**src/hw/rtl/i8080s_pkg.sv**
```systemverilog
// Package: types, opcodes and codes for the 8080 subset executor.
package i8080s_pkg;

    localparam int MEM_DEPTH_DEF = 65536;

    typedef enum logic [1:0] {
        CMD_MEM_WR  = 2'd0,
        CMD_MEM_RD  = 2'd1,
        CMD_REG_WR  = 2'd2,
        CMD_EXEC    = 2'd3
    } cmd_t;

    typedef enum logic [1:0] {
        ST_DONE   = 2'd0,
        ST_FAULT  = 2'd1,
        ST_REFUSE = 2'd2
    } status_t;

    localparam logic [3:0] RI_A = 4'd0, RI_B = 4'd1, RI_C = 4'd2, RI_D = 4'd3,
        RI_E = 4'd4, RI_H = 4'd5, RI_L = 4'd6, RI_SP = 4'd7, RI_PC = 4'd8,
        RI_FL = 4'd9;

    localparam logic [7:0] OP_NOP = 8'h00, OP_LXIB = 8'h01, OP_RRC = 8'h0f,
        OP_RAR = 8'h1f, OP_CMA = 8'h2f, OP_MOVBC = 8'h41, OP_MOVBD = 8'h42,
        OP_MOVBE = 8'h43, OP_ADDB = 8'h80, OP_ADDC = 8'h81, OP_ADDM = 8'h86,
        OP_ADI = 8'hc6, OP_ANI = 8'he6, OP_CPI = 8'hfe, OP_POPB = 8'hc1,
        OP_PUSHB = 8'hc5, OP_POPPSW = 8'hf1, OP_PUSHPSW = 8'hf5, OP_JNZ = 8'hc2,
        OP_JMP = 8'hc3, OP_CALL = 8'hcd, OP_RET = 8'hc9;

    localparam int FZ = 0, FS = 1, FP = 2, FC = 3;

    // Sequencer states.
    typedef enum logic [3:0] {
        S_IDLE, S_DBG_RD, S_FETCH, S_B1, S_B2, S_DECODE, S_MEMOP,
        S_POP_LO, S_POP_HI, S_PUSH_HI, S_PUSH_LO, S_FINISH, S_OUT
    } state_t;

    // ALU operation select
    typedef enum logic [1:0] {
        ALU_ADD, ALU_AND, ALU_SUB
    } alu_op_t;

    typedef struct packed {
        logic [7:0] res;
        logic [4:0] flags;
    } alu_res_t;

endpackage

```
**src/hw/rtl/i8080s_alu.sv**
```systemverilog
// Shared 8-bit add / and / compare unit with flag generation.
module i8080s_alu (
    input  i8080s_pkg::alu_op_t  op,
    input  logic [7:0]           a,
    input  logic [7:0]           b,
    input  logic [4:0]           flags_in,
    output i8080s_pkg::alu_res_t out
);
    import i8080s_pkg::*;

    logic [8:0] sum;
    logic       cy;

    always_comb
    begin
        case (op)
            ALU_ADD:
            begin
                sum = {1'b0, a} + {1'b0, b};
                cy  = sum[8];
            end
            ALU_AND:
            begin
                sum = {1'b0, a & b};
                cy  = 1'b0;
            end
            ALU_SUB:
            begin
                sum = {1'b0, a} - {1'b0, b};
                cy  = (a < b);
            end
            default:
            begin
                sum = 9'd0;
                cy  = 1'b0;
            end
        endcase
        out.res       = sum[7:0];
        out.flags     = {flags_in[4], 4'd0};
        out.flags[FZ] = (sum[7:0] == 8'd0);
        out.flags[FS] = sum[7];
        out.flags[FP] = ~^sum[7:0];
        out.flags[FC] = cy;
    end

endmodule

```
**config.mk**
```make
export PLATFORM = sky130hd
export DESIGN_NAME = i8080s_alu
export DESIGN_NICKNAME = d
export VERILOG_FILES = /design/src/hw/rtl/i8080s_pkg.sv /design/src/hw/rtl/i8080s_alu.sv
export SDC_FILE = /design/constraint.sdc
export NUM_CORES = 1
export LEC_CHECK = 0
export ABC_AREA = 1
export BUFFER_PORTS_ARGS = -buffer_cell sky130_fd_sc_hd__buf_2
export CAP_MARGIN = 40
export CORE_ASPECT_RATIO = 0.5
export CORE_UTILIZATION = 35
export DETAILED_ROUTE_END_ITERATION = 8
export PLACE_DENSITY = 0.6
export SLEW_MARGIN = 20
export SYNTH_ARGS = -nofsm -noshare
export SYNTH_HDL_FRONTEND = slang
export SYNTH_SLANG_ARGS = --single-unit
```
**constraint.sdc**
```tcl
create_clock -name vclk -period 3.55
set_input_delay 0.71 -clock vclk [all_inputs]
set_output_delay 0.71 -clock vclk [all_outputs]
set_load 0.01 [all_outputs]
```
# == Word level (Yosys, flattened, before mapping) ==
# Index checks and enable logic that the tools add are counted.
# op_classes
n_lt_le_gt_ge,1
muxes,2
eq_ne,2
addsub,2
n_reduce_logical,3
bitwise_logic,1
# op_table
cell,count
8-bit one-hot mux with 3 select lines,1
8-bit by 8-bit adder with 9-bit output,1
8-bit bitwise AND,1
8-bit zero test,1
8-bit < comparator,1
8-bit XNOR reduction,1
8-bit subtractor,1
"2-bit by 1-bit == test with 1-bit output, second input constant",1
"2-bit == test, second input constant",1
2-bit zero test,1
1-bit one-hot mux with 2 select lines,1
# word_totals
register_bits,0
output_inout_bits,13

# == Logic depth before layout (Yosys ltp) ==
# Gate-level depths: netlist of the first run.
# logic_depth
word_depth,3
depth_mapped,15
depth_no_buf,15

# == Worst setup path after synthesis of the first run ==
# No wires, ideal clock.
# synth_timing
path_kind,in2out
start,input a[0]
end,output out[2] (netlist name)
t_required_ns,2.840
cell_stages,15
arrival_ns,2.503
path_slack_ns,0.337
path_cell_list,inv_1 ha_1 inv_1 fa_1 nand2_2 nand2_2 nand3b_1 nand2_1 nand2_2 nand3_2 nand2_1 nor2_1 ha_1 xnor2_1 xnor2_1
# synth_lines
item,line,text
"start, declared",i8080s_alu.sv:4,"input logic [7:0] a,"
"end, declared",i8080s_alu.sv:7,output i8080s_pkg::alu_res_t out

==> results of run 1 <==
-- layout make-up --
| cell class | instances | share of cell area |
|---|---|---|
| multi-input cells | 147 | 0.685 |
| repair buffers | 37 | 0.151 |
| inverters | 47 | 0.130 |
| well taps | 37 | 0.0335 |
-- repair_timing --
item	4_1_cts	5_1_grt
setup buffers	0	3
gates resized for setup	3	13
pin swaps	1	9
setup endpoints to repair	1	1
-- per-stage QoR --
stage,worst slack (ns),util
floorplan,0.337,-
global placement,-0.0557,0.466
detailed placement,-0.0866,0.466
CTS,0.0228,0.471
global route,-0.0166,0.497
finish,0.120,0.497
-- logic make-up (layout without fill, tap and decap cells) --
kind of cell / after synthesis / after routing / share of synthesized area
adder cells (fa/ha/maj): 23 / 23 / 0.274
buffers and inverters: 51 / 84 / 0.191
AO/OA/AOI/OAI: 14 / 14 / 0.0759
XOR/XNOR: 4 / 4 / 0.0317
AND/OR/NAND/NOR: 106 / 106 / 0.427
-- cells in the mapped netlist --
cell type  count
nand3_1       22
nor2_1        17
xor2_1         1
nor2_2         3
nand3b_1       1
buf_6          1
fa_1           2
nor3_1         1
a31oi_1        1
nand2_1       53
ha_1          21
xnor2_1        3
nand4_1        2
nand2_2        4
a221oi_2       1
inv_1         40
o22ai_1        2
a21oi_1        7
o21ai_1        2
o21ai_0        1
buf_4          3
nand3_2        3
clkinv_2       1
inv_2          6
-- routing by layer --
| metal | wire [µm] | up-vias | part of all wire |
|---|---|---|---|
| met5 | 0 | - | 0 |
| met4 | 0 | 0 | 0 |
| met3 | 129 | 0 | 0.046 |
| met2 | 1220 | 25 | 0.43 |
| met1 | 1460 | 554 | 0.52 |
| li1 | - | 678 | - |
-- worst max-delay path: stages --
cell,delay [ns]
buf_2,0.13
ha_4,0.14
inv_2,0.03
fa_2,0.37
nand2_2,0.08
nand2_2,0.07
nand3b_1,0.13
nand2_1,0.08
nand2_2,0.07
nand3_2,0.08
nand2_2,0.12
nor2_4,0.05
ha_4,0.23
xnor2_2,0.16
xnor2_1,0.12
buf_2,0.14
-- power groups by stage --
| stage | Combinational (mW) | Clock [mW] | Sequential [mW] |
|---|---|---|---|
| 2_1_floorplan | 0.177 | 0 | 0 |
| 3_3_place_gp | 0.240 | 0 | 0 |
| 3_5_place_dp | 0.244 | 0 | 0 |
| 4_1_cts | 0.252 | 0 | 0 |
| 5_1_grt | 0.296 | 0 | 0 |
| 6_report | 0.264 | 0 | 0 |
-- final timing paths --
path	startpoint	slack [ns]	cells after the start	endpoint
max	b[0]	0.12	16	out[2]
min	flags_in[4]	1.42	0	out[4]
-- layout by cell type (no fill, tap or decap), types with 2 or more instances in the layout --
cell type,n
buf_2,29
nand2_1,52
inv_1,38
nand3_2,3
nor2_1,15
nor2_2,4
nand2_2,5
ha_1,18
inv_2,7
nand3_1,22
o21ai_1,3
o22ai_1,2
ha_4,2
xnor2_1,2
fa_2,2
buf_4,7
nand4_1,2
a21oi_1,7
==> summary.txt, run 1 <==
GRT
  – First-pass GRT wire length: 4.37 mm
  – GRT Overall Usage: 0.159
  – Number of global-route vias before repair: a little over 1000
  – Grt met1 use: 0.241
  – Antenna violations before repair: 0
  – Met2 Use GR: 0.265
  – Met3 capacity usage during global routing: 0
  – Global routing's busiest layer: met2
  – GRT overflow: 0
  – Largest net degree at the start of global routing: 9

Detailed routing
  – Antenna Violating Nets Remaining: 0
  – Total Wirelength: 2.80 mm
  – Pre-antenna DRT Iters: 4
  – Detailed Route Iter0 Violations: 45
  – DRC Markers: 0
  – Via count: 1257
  – Vias/cell: 4.69
  – Wire per inst: 10.4 µm

Timing
  – Final-report hold violation count: 0
  – Worst Hold Slack: 1.42 ns
  – Slew Limit Headroom: 0.725
  – Fmax: 292 MHz
  – # setup viols final: 0
  – Setup TNS: 0 ns
  – Final min period: 3.43 ns
  – Period Utilization, post-route: 0.966
  – Slew Limit Fails: 0
  – Slew @ Worst Pin: between 0.4 and 0.5 ns

Power and ir drop
  – Combinational share of power: 1.000
  – PwrDens: 191 mW/mm²
  – Sequential fraction of design power: 0
  – Clock power frac: 0
  – Pint: approximately 120 µW
  – Peak supply drop: between 0.00007 and 0.00008 V
  – Switching power: 148 µW
  – Total chip power: 264 µW
  – Net Sw Frac: 0.562
  – Lkg Pwr: 0.848 nW

Finish
  – Layout filler cell count: just over 300
  – Share of post-route cells with drive strength above 1: 0.286
  – Post-route insts no fill: 268
  – Clock buffer cells: 0
  – Area growth, synth to finish: 25.0%
  – Ant diodes: 0
  – Num sequential: 0
  – Final nets: 279
  – FF/Latch Area: 0 µm²
  – Area of the multi-input gates: 946 µm²
  – Final instance area: 0.00138 mm²

Logic synthesis
  – Cell variety after synth: 24
  – Cell area after synthesis: roughly 0.0011 mm²
  – Mapped Nets: 244
  – Largest area contributor in the netlist: ha_1
  – Synth warn: 0
  – Yosys top cell area share: 0.238
  – Synth top area cells: ha_1 (24%), nand2_1 (18%), inv_1 (14%), nand3_1 (10%), nor2_1 (5.8%)
  – Synth Instances: 198
  – Share of the yosys chip area belonging to registers: 0
  – Avg Cell Area, Syn: 5.58 µm²

Setup path
  – Critical Setup Path Class: in -> out
  – Arrival time at the worst endpoint: between 2 and 3 ns
  – CP Launch Type: primary input
  – Required time worst endpoint: 2.84 ns
  – CP Capture Type: output pin
  – Crit-path max FO: 3

Place
  – Placement Cell Area: 0.00130 mm²
  – Gp weighted congestion: 0.822
  – Placed Cells incl. Taps: 265
  – Detail Placement HPWL: about 2.3 mm
  – PortBufs: 30

Floorplan
  – Die height: approximately 42 µm
  – Die W: just over 80 µm
  – Initial Util: 0.397
  – IO Count: 36
  – Rows: 13
  – Core Area: 0.00278 mm²
  – Die area: ~0.0034 mm²

Clocking
  – # hold bufs at CTS: 0

Hold path
  – Hold Path Class: in -> out

Job
  – MaxCap Viol Count: 0

Status
  – Status: complete, no violations
(Power assumes the default switching activity.)
==> run 2, diff against run 1 <==
--- a/config.mk
+++ b/config.mk
@@ -12,6 +12,7 @@
 export CORE_UTILIZATION = 35
 export DETAILED_ROUTE_END_ITERATION = 8
 export PLACE_DENSITY = 0.6
+export REMOVE_ABC_BUFFERS = 1
 export SLEW_MARGIN = 20
 export SYNTH_ARGS = -nofsm -noshare
 export SYNTH_HDL_FRONTEND = slang
==> summary.txt, run 2 (synthesized netlist as in run 1, its figures left out) <==
GRT
  – First-pass GRT wire length: 4.26 mm (-2.5%)
  – Antenna violations before repair: 0 (unchanged)
  – Largest net degree at the start of global routing: 9 (unchanged)
  – GRT Overall Usage: 0.158 (-0.00131)
  – GRT overflow: 0 (unchanged)
  – Number of global-route vias before repair: 959 (-5.6%)

Setup path
  – CP Capture Type: output pin
  – Critical Setup Path Class: in -> out
  – Crit-path cells: buf_4 -> ha_1 -> fa_2 -> nand4_1 -> nand3_1 -> nand2_1 -> nand3_1 -> inv_1 -> nor2_4 -> ha_4 -> xnor2_2 -> xnor2_1 -> buf_2
  – CP Launch Type: primary input
  – Arrival time at the worst endpoint: 2.72 ns (about the same)
  – Required time worst endpoint: 2.84 ns (about the same)
  – Max incr delay on CP: 0.38 ns (about the same)
  – Crit-path max FO: 4 (+1)
  – Slowest stage cell on the critical path: fa_2
  – CP startpoint: b[0]
  – Buffers plus inverters on the worst setup path: 3 (unchanged)
  – CP top delay family: adder cells
  – Most used cell, CP: nand3_1

Finish
  – Finished Core Util: 0.502 (+0.00495)
  – Share of post-route cells with drive strength above 1: 0.293 (+0.00739)
  – Area growth, synth to finish: 26.3%
  – Final instance area: 0.00140 mm² (+1.0%)
  – Most frequent cells in the layout: nand2_1 (52), inv_1 (38), buf_2 (28)
  – Clock buffer cells: 0 (unchanged)
  – Num sequential: 0 (unchanged)
  – Post-route insts no fill: 269 (+0.37%)
  – Most common cell after layout, fill and taps aside: nand2_1
  – Final nets: 280 (+0.36%)
  – Ant diodes: 0 (unchanged)
  – FF/Latch Area: 0 µm² (unchanged)

Timing
  – Period Utilization, post-route: 0.965 (-0.00101)
  – Slew Limit Fails: 0 (unchanged)
  – Fmax: 292 MHz (+0.10%)
  – Slew @ Worst Pin: 0.401 ns (-0.0115 ns)
  – Setup TNS: 0 ns (unchanged)
  – Final min period: 3.43 ns (-0.00357 ns)
  – Slew Limit Headroom: 0.732 (+0.00764)
  – Final-report hold violation count: 0 (unchanged)
  – # setup viols final: 0 (unchanged)

Place
  – Detail Placement HPWL: 2.30 mm (-2.2%)
  – Placement Cell Area: 0.00130 mm² (unchanged)
  – Placed Cells incl. Taps: 265 (unchanged)
  – Gp weighted congestion: 0.870 (+5.8%)
  – PortBufs: 30 (unchanged)

Hold path
  – WHS Path Cells: 0 (unchanged)
  – Hold Crit Endpoint: out[4]
  – Worst Hold Launch: flags_in[4]
  – Hold Path Class: in -> out

Clocking
  – # hold bufs at CTS: 0 (unchanged)

Detailed routing
  – Vias/cell: 4.59 (-2.2%)
  – Pre-antenna DRT Iters: 4 (unchanged)
  – DRC Markers: 0 (unchanged)
  – Total Wirelength: 2.69 mm (-3.8%)
  – Detailed Route Iter0 Violations: 96 (+110%)
  – Via count: 1234 (-1.8%)
  – Antenna Violating Nets Remaining: 0 (unchanged)
  – Wire per inst: 10.0 µm (-4.2%)

Floorplan
  – IO Count: 36 (unchanged)
  – Core Area: 0.00278 mm² (unchanged)
  – Die height: 41.7 µm (unchanged)
  – Die W: 81.5 µm (unchanged)
  – Initial Util: 0.397 (unchanged)
  – Rows: 13 (unchanged)
  – Die area: 0.00340 mm² (unchanged)

Status
  – Status: complete, no violations

Power and ir drop
  – PwrDens: 190 mW/mm² (-0.65%)
  – Total chip power: 265 µW (+0.34%)
  – Peak supply drop: 0.0000773 V (-0.94%)
  – Lkg Pwr: 0.856 nW (+0.90%)

Job
  – MaxCap Viol Count: 0 (unchanged)
[run 2: stage by stage]
| stage | worst slack (ns) | hold WS, ns |
|---|---|---|
| floorplan | 0.337 | 1.42 |
| global placement | -0.0580 | 1.42 |
| finish | 0.123 | 1.42 |
| global route | -0.000957 | 1.42 |
| detailed placement | -0.0972 | 1.42 |
| CTS | 0.00566 | 1.42 |
[run 2: how the worst max path moves through the flow]
stage	to	slack, ns	depth (start not counted)
3_3_place_gp	out[2]	-0.06	16
2_1_floorplan	out[2]	0.34	15
3_5_place_dp	out[2]	-0.1	16
6_report	out[2]	0.12	13
4_1_cts	out[2]	0.006	17
5_1_grt	out[2]	-0.001	17
[run 2: layer usage]
layer | global-route usage | share of wire
met4 | 0 | 0
met1 | 0.260 | 0.54
met3 | 0 | 0.039
met2 | 0.235 | 0.42
met5 | 0 | 0
[run 2: area by class of cell]
type,count,area [µm²]
Fill cell,304,1390
Inverter,47,180
Multi-Input combinational cell,147,950
Tap cell,37,46.3
Timing Repair Buffer,38,219
[run 2: repair_timing]
item	CTS	global route
buffers inserted	0	4
pin swaps	1	11
resized for setup	2	16
endpoints found under the setup margin	1	1
[run 2: power breakdown]
group	internal [mW]	switching, mW	total [mW]
clock network	0	0	0
registers	0	0	0
logic	0.117	0.148	0.265
total	0.117	0.148	0.265
==> run 3, diff against run 2 <==
==> constraint.sdc (replaced) <==
create_clock -name vclk -period 4.4
set_input_delay 0.88 -clock vclk [all_inputs]
set_output_delay 0.88 -clock vclk [all_outputs]
set_load 0.01 [all_outputs]
==> summary.txt, run 3 (synthesized netlist as in run 1, its figures left out) <==
Floorplan
  – Core Area: 0.00278 mm² (unchanged)
  – Rows: 13 (unchanged)
  – IO Count: 36 (unchanged)
  – Die W: 81.5 µm (unchanged)
  – Initial Util: 0.397 (unchanged)
  – Die area: 0.00340 mm² (unchanged)
  – Die height: 41.7 µm (unchanged)

Place
  – Placed Cells incl. Taps: 261 (-1.5%)
  – Pre-CTS setup slack: 0.409 ns (+0.506 ns)
  – Detail Placement HPWL: 2.30 mm (about the same)
  – PortBufs: 30 (unchanged)
  – Gp weighted congestion: 0.852 (-2.0%)

Detailed routing
  – Vias/cell: 4.69 (+2.3%)
  – Wire per inst: 10.0 µm (about the same)
  – Detailed Route Iter0 Violations: 39 (-59%)
  – Via count: 1225 (-0.73%)
  – DRC Markers: 0 (unchanged)
  – Antenna Violating Nets Remaining: 0 (unchanged)
  – Pre-antenna DRT Iters: 4 (unchanged)
  – Total Wirelength: 2.61 mm (-3.0%)

Finish
  – Share of post-route cells with drive strength above 1: 0.214 (-0.0788)
  – Most common cell after layout, fill and taps aside: nand2_1
  – Finished Core Util: 0.456 (-0.0459)
  – Area growth, synth to finish: 14.7%
  – Final nets: 272 (-2.9%)
  – Num sequential: 0 (unchanged)
  – Layout filler cell count: 331 (+8.9%)
  – Ant diodes: 0 (unchanged)
  – Area of the multi-input gates: 893 µm² (-5.9%)
  – Most frequent cells in the layout: nand2_1 (53), inv_1 (40), buf_2 (30)
  – Post-route insts no fill: 261 (-3.0%)
  – FF/Latch Area: 0 µm² (unchanged)
  – Clock buffer cells: 0 (unchanged)

Timing
  – Final-report hold violation count: 0 (unchanged)
  – Slew @ Worst Pin: 0.409 ns (+0.00791 ns)
  – Setup ws final: 0.412 ns (+0.288 ns)
  – Slew Limit Headroom: 0.727 (-0.00528)
  – Period Utilization, post-route: 0.906
  – Fmax: 251 MHz
  – RSZ-0062 raised after global routing: false
  – Slew Limit Fails: 0 (unchanged)
  – Setup TNS: 0 ns (unchanged)
  – Final min period: 3.99 ns
  – # setup viols final: 0 (unchanged)

GRT
  – GRT overflow: 0 (unchanged)
  – First-pass GRT wire length: 4.26 mm (-0.16%)
  – Number of global-route vias before repair: 980 (+2.2%)
  – Largest net degree at the start of global routing: 9 (unchanged)
  – GRT Overall Usage: 0.154 (-0.00429)
  – Antenna violations before repair: 0 (unchanged)

Job
  – MaxCap Viol Count: 0 (unchanged)

Clocking
  – CTS-repair resized insts: 0 (-2)
  – Setup Fix Bufs, Post-CTS: 0 (unchanged)
  – # hold bufs at CTS: 0 (unchanged)

Setup path
  – Arrival time at the worst endpoint: 3.11 ns (+0.39 ns)
  – Crit-path max FO: 3 (-1)
  – CP Launch Type: primary input
  – CP Capture Type: output pin
  – Required time worst endpoint: 3.52 ns (+0.68 ns)
  – Critical Setup Path Class: in -> out

Status
  – Status: complete, no violations

Hold path
  – Hold Path Class: in -> out
  – WHS Path Cells: 0 (unchanged)

Power and ir drop
  – PwrDens: 152 mW/mm² (-20%)
  – Lkg Pwr: 0.809 nW (-5.4%)
  – Peak supply drop: 0.0000527 V (-32%)
  – Total chip power: 193 µW (-27%)
[run 3: cell type report]
cell class                      count  area share
Multi-Input combinational cell    147       0.705
Inverter                           47       0.140
Tap cell                           37      0.0365
Timing Repair Buffer               30       0.118
[run 3: final timing paths]
path,start,end,slack [ns]
hold / removal,flags_in[4],out[4],1.76
setup / recovery,a[0],out[2],0.41
[run 3: through the flow]
step / area, µm² / hold WS [ns]
after detailed placement: 1270 / 1.76
after CTS: 1270 / 1.76
final: 1270 / 1.76
after floorplan: 1070 / 1.76
after global routing: 1270 / 1.76
after global placement: 1270 / 1.76
[run 3: routing by layer]
| layer | vias up | global-route usage | routed length (µm) |
|---|---|---|---|
| li1 | 665 | - | - |
| met1 | 524 | 0.247 | 1390 |
| met2 | 36 | 0.237 | 1030 |
| met3 | 0 | 0 | 192 |
| met4 | 0 | 0 | 0 |
| met5 | - | 0 | 0 |
[run 3: worst max-delay path: stages]
cell and delay [ns]:
buf_2 0.11, inv_1 0.07, ha_1 0.14, inv_1 0.05, fa_1 0.40, nand2_2 0.09
nand2_2 0.07, nand3b_1 0.14, nand3_1 0.10, nand3_2 0.09, nand2_1 0.05, nor2_1 0.15
ha_1 0.26, xnor2_1 0.21, xnor2_1 0.14, buf_2 0.14
[run 3: report_power, final]
group | switching, mW | leakage (nW) | total (mW) | internal (mW)
sequential | 0 | 0 | 0 | 0
combinational | 0.113 | 0.809 | 0.193 | 0.0793
clock | 0 | 0 | 0 | 0
